`src/hw/rtl/losv_pkg.sv`:
```
// Package for the line-of-sight visibility unit: transaction payload types,
// map access structs, register indexes and fixed widths.
// Used by every module of the block; depends on nothing.
package losv_pkg;

   localparam int CSR_INDEX_W = 1;
   localparam int CSR_DATA_W  = 10;
   localparam int COORD_W     = 7;
   localparam int RAD_W       = 30;
   localparam int ROOT_W      = 15;

   localparam logic [CSR_INDEX_W-1:0] CSR_FALLOFF_OFFSET = 1'b0;
   localparam logic [CSR_INDEX_W-1:0] CSR_FALLOFF_SLOPE  = 1'b1;

   localparam logic CMD_WRITE = 1'b0;
   localparam logic CMD_QUERY = 1'b1;

   localparam logic [9:0] OFFSET_RESET = 10'd512;
   localparam logic [7:0] SLOPE_RESET  = 8'd77;

   typedef struct packed {
      logic       command;
      logic [5:0] cell_x;
      logic [5:0] cell_y;
      logic       cell_free;
      logic [9:0] viewer_x;
      logic [9:0] viewer_y;
   } req_payload_type;

   typedef struct packed {
      logic [8:0] visibility;
      logic       blocked;
   } rsp_payload_type;

   typedef struct packed {
      logic               rd;
      logic               wr;
      logic [COORD_W-1:0] col;
      logic [COORD_W-1:0] row;
      logic               free;
   } map_req_type;

   typedef struct packed {
      logic busy;
      logic blocked;
   } map_rsp_type;

endpackage

```
`src/hw/rtl/losv_isqrt.sv`:
```
// Bit-serial integer square root of the visibility unit, one result bit per
// cycle, giving the floor of the root. Depends on losv_pkg.
module losv_isqrt (
   input  logic                           clock,
   input  logic                           reset,
   input  logic                           start,
   input  logic [losv_pkg::RAD_W-1:0]     radicand,
   output logic                           done,
   output logic [losv_pkg::ROOT_W-1:0]    root
);
   import losv_pkg::*;

   localparam int REM_W = ROOT_W + 3;
   localparam int CNT_W = $clog2(ROOT_W);

   logic               busy_ff, busy_in;
   logic               done_ff, done_in;
   logic [CNT_W-1:0]   cnt_ff,  cnt_in;
   logic [RAD_W-1:0]   rad_ff,  rad_in;
   logic [REM_W-1:0]   rem_ff,  rem_in;
   logic [ROOT_W-1:0]  root_ff, root_in;

   logic [REM_W-1:0]   rem_shift, trial;

   assign rem_shift = {rem_ff[REM_W-3:0], rad_ff[RAD_W-1 -: 2]};
   assign trial     = {1'b0, root_ff, 2'b01};

   always_comb begin
      busy_in = busy_ff;
      done_in = 1'b0;
      cnt_in  = cnt_ff;
      rad_in  = rad_ff;
      rem_in  = rem_ff;
      root_in = root_ff;
      if (start) begin
         busy_in = 1'b1;
         cnt_in  = '0;
         rad_in  = radicand;
         rem_in  = '0;
         root_in = '0;
      end else if (busy_ff) begin
         rad_in = {rad_ff[RAD_W-3:0], 2'b00};
         cnt_in = cnt_ff + 1'b1;
         if (rem_shift >= trial) begin
            rem_in  = rem_shift - trial;
            root_in = {root_ff[ROOT_W-2:0], 1'b1};
         end else begin
            rem_in  = rem_shift;
            root_in = {root_ff[ROOT_W-2:0], 1'b0};
         end
         if (cnt_ff == CNT_W'(ROOT_W - 1)) begin
            busy_in = 1'b0;
            done_in = 1'b1;
         end
      end
   end

   always_ff @(posedge clock) begin
      if (reset) begin
         busy_ff <= 1'b0;
         done_ff <= 1'b0;
         cnt_ff  <= '0;
      end else begin
         busy_ff <= busy_in;
         done_ff <= done_in;
         cnt_ff  <= cnt_in;
      end
   end

   always_ff @(posedge clock) begin
      rad_ff  <= rad_in;
      rem_ff  <= rem_in;
      root_ff <= root_in;
   end

   assign done = done_ff;
   assign root = root_ff;

endmodule

```
`config.mk`:
```
export PLATFORM = sky130hd
export DESIGN_NAME = losv_isqrt
export DESIGN_NICKNAME = d
export VERILOG_FILES = /design/src/hw/rtl/losv_pkg.sv /design/src/hw/rtl/losv_isqrt.sv
export SDC_FILE = /design/constraint.sdc
export NUM_CORES = 1
export LEC_CHECK = 0
export ABC_AREA = 1
export ABC_CLOCK_PERIOD_IN_PS = 4400
export BUFFER_PORTS_ARGS = -buffer_cell sky130_fd_sc_hd__buf_2
export CORE_ASPECT_RATIO = 0.7
export CORE_UTILIZATION = 40
export DETAILED_ROUTE_END_ITERATION = 7
export HOLD_SLACK_MARGIN = 0.05
export PLACE_DENSITY = 0.55
export SYNTH_ARGS = -nofsm -noshare
export SYNTH_HDL_FRONTEND = slang
export SYNTH_SLANG_ARGS = --single-unit
```
`constraint.sdc`:
```
create_clock -name clock -period 4.4 [get_ports clock]
set_input_delay 0.44 -clock clock [delete_from_list [all_inputs] [get_ports clock]]
set_output_delay 0.44 -clock clock [all_outputs]
set_load 0.1 [all_outputs]
```
==> results of run 1 <==
through the flow:
stage                     setup WS (ns)  hold slack [ns]  utilization, %  instances  area (µm²)
after global routing               1.87            0.300            48.6        698        4480
after detailed placement           2.06            0.478            45.4        682        4190
after global placement             2.13            0.486            45.4        682        4190
after floorplan                    1.85            0.430               -        522        3860
after CTS                          2.07            0.269            48.6        698        4480
final                              2.07            0.279            48.6        698        4480
sequential cells by signal, indices dropped and copies added (netlist names):
signal	count
busy_ff	1
cnt_ff	4
done	1
rad_ff	30
rem_ff	16
root	15
cell families after synthesis:
| logic type | count (synthesis) | share of synthesized area [%] |
|---|---|---|
| XOR/XNOR | 6 | 1.36 |
| AND/OR/NAND/NOR | 300 | 33.9 |
| adder cells (fa/ha/maj) | 19 | 6.16 |
| flip-flops | 67 | 42.5 |
| AO/OA/AOI/OAI | 38 | 6.13 |
| buffers and inverters | 92 | 9.92 |
final cells by class:
class	count	area (µm²)	area share (%)
clock buffer	9	225	5.03
clock inverter	7	68.8	1.54
inverter	76	285	6.37
multi-input combinational	363	1840	41.0
sequential	67	1640	36.6
tap	124	155	3.46
timing repair buffer	52	270	6.03
cells in the final DEF, fill, tap and decap left out, drive strengths merged:
master	count
o211ai	2
o21bai	1
o21a	1
nand3	26
nor2	44
nand3b	2
nand4	11
o22ai	14
clkbuf	9
ha	19
o21ai	5
inv	75
or2	2
clkinvlp	2
nor3b	1
nor3	6
a21oi	14
clkinv	5
buf	52
nand2	207
a211oi	1
edfxtp	30
xor2	2
dfxtp	37
bufinv	1
and2	1
xnor2	4
worst max-delay path, stage by stage, from the launching register on:
cell     delay (ns)
dfxtp_1        0.62
buf_4          0.32
nor2_1         0.13
inv_1          0.41
buf_4          0.48
metal layers:
layer	up-vias	GRT usage, %	share of wire [%]
met1	1475	27.9	52
met5	-	0	0
met3	6	5.03	4.7
met2	55	27.7	42
li1	1745	-	-
met4	0	5.80	0.76
synth_stat cells (2+ instances only):
master and instances:
a21oi_1 12, a21oi_2 2, buf_1 2, buf_2 5
buf_6 2, clkbuf_1 6, dfxtp_1 37, edfxtp_1 30
ha_1 19, inv_1 72, inv_2 3, nand2_1 198
nand2_2 6, nand2_4 2, nand3_1 23, nand3_2 3
nand3b_1 2, nand4_1 11, nor2_1 38, nor2_2 4
nor2_4 2, nor3_1 4, nor3_2 2, o21ai_0 3
o22ai_1 14, xnor2_1 4, xor2_1 2
final timing paths:
path,from,to,slack [ns]
setup / recovery,busy_ff,rad_ff[20],2.07
hold / removal,reset,busy_ff,0.28
hold reg to reg,rem_ff[2],rem_ff[2],0.49
setup reg to reg,busy_ff,rad_ff[20],2.07
report_power, final:
group | total, W | leakage [nW] | switching (W) | internal [W]
sequential | 0.000839 | 0.610 | 0.0000814 | 0.000758
combinational | 0.00222 | 1.51 | 0.00150 | 0.000717
clock | 0.000712 | 0.141 | 0.000276 | 0.000436
total | 0.00377 | 2.27 | 0.00186 | 0.00191
==> summary.txt, run 1 <==
Yosys
  • Synth async-reset ratio: 0%
  • Top FF cell, synth: dfxtp_1
  • Netlist cell types: 41
  • Synth Register Bits: 67
  • Yosys top cell by area: edfxtp_1
  • Syn nets: 574
  • Post-synth EDFFs: 30
  • Synth Instances: 522
  • Top cell type's share of synthesized area: 23.3%
  • Post-synthesis sequential area ratio: 42.5%
  • Syn. warnings: 0
  • Top cells by area, synth: edfxtp_1 (23%), nand2_1 (19%), dfxtp_1 (19%)
  • Mapped Area: 3860 µm²
  • Syn_area_per_cell: 7.39 µm²

Clock network
  • Total CTS buffers: 9
  • Max H-tree Level: 3
  • Post_cts resized: 0
  • CTS tree: done
  • Clk root buf: clkbuf_16
  • Worst-Skew Late Latency: 0.33 ns
  • Clock-pin slew on the worst setup and hold paths: 0.06 ns
  • Hold Buf Count CTS: 0
  • Clk buf depth: 2
  • Setup Buffers After CTS: 0
  • Clk sinks: 67

Hold path
  • Hold Path Cell Cnt: 2
  • Worst hold path type: primary input to flip-flop

Route
  • First-pass iteration count of the detailed router: 4
  • Routed Antenna Nets: 0
  • DR vias: 3281
  • First DRT Iteration DRCs: 256
  • Routed wire per std cell: 12.9 µm
  • Drc violations: 0
  • Vias/cell: 4.70
  • Routed WL: 8990 µm

Floorplan
  • # rows: 29
  • I/O pins: 49
  • Core footprint: 9220 µm²
  • Die span in x: 119 µm
  • Area of the die: 10100 µm²
  • Die Y: 84.2 µm
  • Initial Util: 41.9%

GRT
  • Largest net degree at the start of global routing: 41
  • GR Overflow Total: 0
  • First-pass GRT wire length: 14800 µm
  • Total track usage: 19.2%
  • Vias in the first global route: 3018
  • Initial antenna violation count: 0

Timing
  • Slew headroom: 55.6%
  • TNS Setup: 0 ns
  • RSZ-0062 raised after global routing: false
  • Final worst path period need: 2.33 ns
  • Period utilization: 53.0%
  • Max-slew violations: 0
  • Clock skew: 0.00487 ns
  • Final Hold Viols: 0
  • Worst slew pin tran: 0.665 ns
  • Fmax: 428 MHz
  • Final setup vio count: 0

Layout
  • Final-layout fill cell count: 943
  • Share of cells above drive strength 1: 16.7%
  • Synthesis-to-layout area growth: 16.1%
  • Inserted Diodes: 0
  • Post-layout nets: 621

Job
  • # Max-Cap Violations: 0

Setup path
  • Crit path kind: flip-flop to flip-flop
  • Worst Path Max Fanout: 32
  • Worst Setup End Kind: flip-flop
  • CP required: 4.39 ns
  • Worst Reg-to-Reg Cells: 4
  • Worst path arrival time: 2.32 ns
  • Worst setup SP type: flip-flop

Power and ir drop
  • PD cells: 842 nW/µm²
  • LEAKAGE: 2.27 nW
  • Worst vdd ir: 478 µV
  • Final Power: 0.00377 W

Outcome
  • Status: completed

Place
  • Placer Congestion: 0.887
  • # port buffers: 48
  • Detailed Place HPWL: 6480 µm
Note: power is estimated with default switching activity, not from simulation.
==> run 2: changes to the inputs <==
--- a/config.mk
+++ b/config.mk
@@ -6,13 +6,13 @@
 export NUM_CORES = 1
 export LEC_CHECK = 0
 export ABC_AREA = 1
-export ABC_CLOCK_PERIOD_IN_PS = 4400
+export ABC_CLOCK_PERIOD_IN_PS = 2000
 export BUFFER_PORTS_ARGS = -buffer_cell sky130_fd_sc_hd__buf_2
 export CORE_ASPECT_RATIO = 0.7
 export CORE_UTILIZATION = 40
 export DETAILED_ROUTE_END_ITERATION = 7
 export HOLD_SLACK_MARGIN = 0.05
-export PLACE_DENSITY = 0.55
+export PLACE_DENSITY = 0.57
 export SYNTH_ARGS = -nofsm -noshare
 export SYNTH_HDL_FRONTEND = slang
 export SYNTH_SLANG_ARGS = --single-unit
==> constraint.sdc (replaced) <==
create_clock -name clock -period 2 [get_ports clock]
set_input_delay 0.2 -clock clock [delete_from_list [all_inputs] [get_ports clock]]
set_output_delay 0.2 -clock clock [all_outputs]
set_load 0.1 [all_outputs]
==> summary.txt, run 2 (synthesized netlist as in run 1, its figures left out) <==
Setup path
  • Worst setup SP type: flip-flop
  • Worst Path Max Fanout: 8
  • Worst path arrival time: 2.15 ns
  • CP max stage delay: 0.34 ns
  • Crit path kind: flip-flop to flip-flop
  • Crit-path cells: inv_2 > ha_4 > nand2_1 > nand2_2 > nand2_2 > nand2_2 > nand2_2 > nand2_2 > nor2_4 > nand2_4 > or2_1 > nand3_1 > nand2_1
  • CP required: 2.23 ns
  • Crit-path slowest cell: dfxtp_4
  • Worst Setup End Kind: flip-flop
  • Cell repeated most along the worst path: nand2_2

Floorplan
  • Initial Util: 41.9%
  • I/O pins: 49
  • Die Y: 84.2 µm
  • Die span in x: 119 µm
  • # rows: 29
  • Core footprint: 9220 µm²
  • Area of the die: 10100 µm²

Place
  • # port buffers: 48
  • Detailed Place HPWL: 6820 µm
  • Inst Count DP: 695
  • Placer Congestion: 0.867

Layout
  • Inserted Diodes: 0
  • Synthesis-to-layout area growth: 29.7%
  • Final std cells w/o fill: 719
  • Most flop-heavy register: rad_ff
  • Share of cells above drive strength 1: 28.4%
  • Largest register FFs: 30
  • Fin util: 54.3%
  • Commonest cells after routing, fill and taps aside: nand2_1 (189), inv_1 (63), buf_2 (48)
  • Leading cell type in the layout, fill and taps excluded: nand2_1
  • Post-layout nets: 642

Timing
  • Fmax: 519 MHz
  • Final worst path period need: 1.93 ns
  • Max-slew violations: 0
  • TNS Setup: 0 ns
  • Slew headroom: 60.8%
  • Final setup vio count: 0
  • Worst slew pin tran: 0.588 ns
  • Period utilization: 96.3%
  • Final Hold Viols: 0
  • Clock skew: 0.00399 ns
  • Hold slack: 0.126 ns

Route
  • Routed wire per std cell: 13.3 µm
  • DR vias: 3386
  • Routed Antenna Nets: 0
  • Vias/cell: 4.71
  • Drc violations: 0
  • First DRT Iteration DRCs: 187
  • Routed WL: 9550 µm
  • First-pass iteration count of the detailed router: 4

GRT
  • Met2 usage: 27.4%
  • Initial antenna violation count: 0
  • GR Util met1: 28.8%
  • GR Overflow Total: 0
  • Vias in the first global route: 3028
  • First-pass GRT wire length: 14900 µm
  • Total track usage: 19.4%
  • Global route hottest layer: met1
  • Largest net degree at the start of global routing: 41
  • Grt met3 use: 5.16%

Power and ir drop
  • LEAKAGE: 2.44 nW
  • Final Power: 0.00979 W
  • Worst vdd ir: 895 µV
  • PD cells: 1960 nW/µm²

Outcome
  • Status: completed

Job
  • # Max-Cap Violations: 0

Clock network
  • Clk sinks: 67
  • Worst-Skew Late Latency: 0.33 ns
  • Clock-pin slew on the worst setup and hold paths: 0.06 ns
  • Max H-tree Level: 3
  • CTS tree: done
  • Total CTS buffers: 9
  • Clk buf depth: 2
  • Clk root buf: clkbuf_16

Hold path
  • Worst hold path type: primary input to flip-flop
-- run 2: cell types whose count changed in the layout (fill, tap and decap cells not counted), moves of 13 or more --
cell     change
dfxtp_1     -18
buf_4       +16
dfxtp_4     +15
ha_1        -13
ha_4        +13
-- run 2: worst paths after layout --
kind                            slack [ns]  cells after the start        start    endpoint
worst max-delay path                  0.07                     13      root[9]  rem_ff[14]
worst min register to register        0.50                      1    cnt_ff[3]   cnt_ff[3]
worst max register to register        0.07                     13      root[9]  rem_ff[14]
worst min-delay path                  0.13                      3  radicand[0]   rad_ff[0]
-- run 2: layout make-up --
type                            instances  area [µm²]
Clock buffer                            9         225
Tap cell                              124         155
Multi-Input combinational cell        364        2070
Timing Repair Buffer                   72         452
Sequential cell                        67        1700
Fill cell                             908        4210
Inverter                               76         288
Clock inverter                          7         116
-- run 2: what timing repair did --
action | in CTS | in global routing
hold buffers | 1 | 0
endpoints found under the setup margin | 8 | 14
endpoints found under the hold margin | 1 | 0
setup buffers | 1 | 5
resized for setup | 1 | 29
pin swaps | 1 | 7
cloned | 0 | 1
-- run 2: metal layers --
| layer | share of wire [%] | up-vias |
|---|---|---|
| li1 | - | 1799 |
| met1 | 53 | 1525 |
| met2 | 42 | 55 |
| met3 | 3.8 | 7 |
| met4 | 0.92 | 0 |
| met5 | 0 | - |
-- run 2: power by group --
part	switching [W]	internal, W
Sequential	0.000218	0.00166
Combinational	0.00373	0.00237
Clock	0.000597	0.00121
Total	0.00455	0.00524
-- run 2: worst max-delay path: cells and delay by family, from the launching register on --
kind | cells | cell delay [ns]
AND/OR/NAND/NOR | 11 | 1.18
adder cells (fa/ha/maj) | 1 | 0.25
buffers and inverters | 1 | 0.04
flip-flops | 1 | 0.34
-- run 2: metrics by stage --
| step | instance area (µm²) | setup slack [ns] |
|---|---|---|
| 4_1_cts | 4840 | 0.0376 |
| 6_report | 5010 | 0.0733 |
| 3_5_place_dp | 4480 | -0.0544 |
| 3_3_place_gp | 4480 | -0.00536 |
| 5_1_grt | 5010 | -0.0376 |
| 2_1_floorplan | 4030 | 0.00450 |
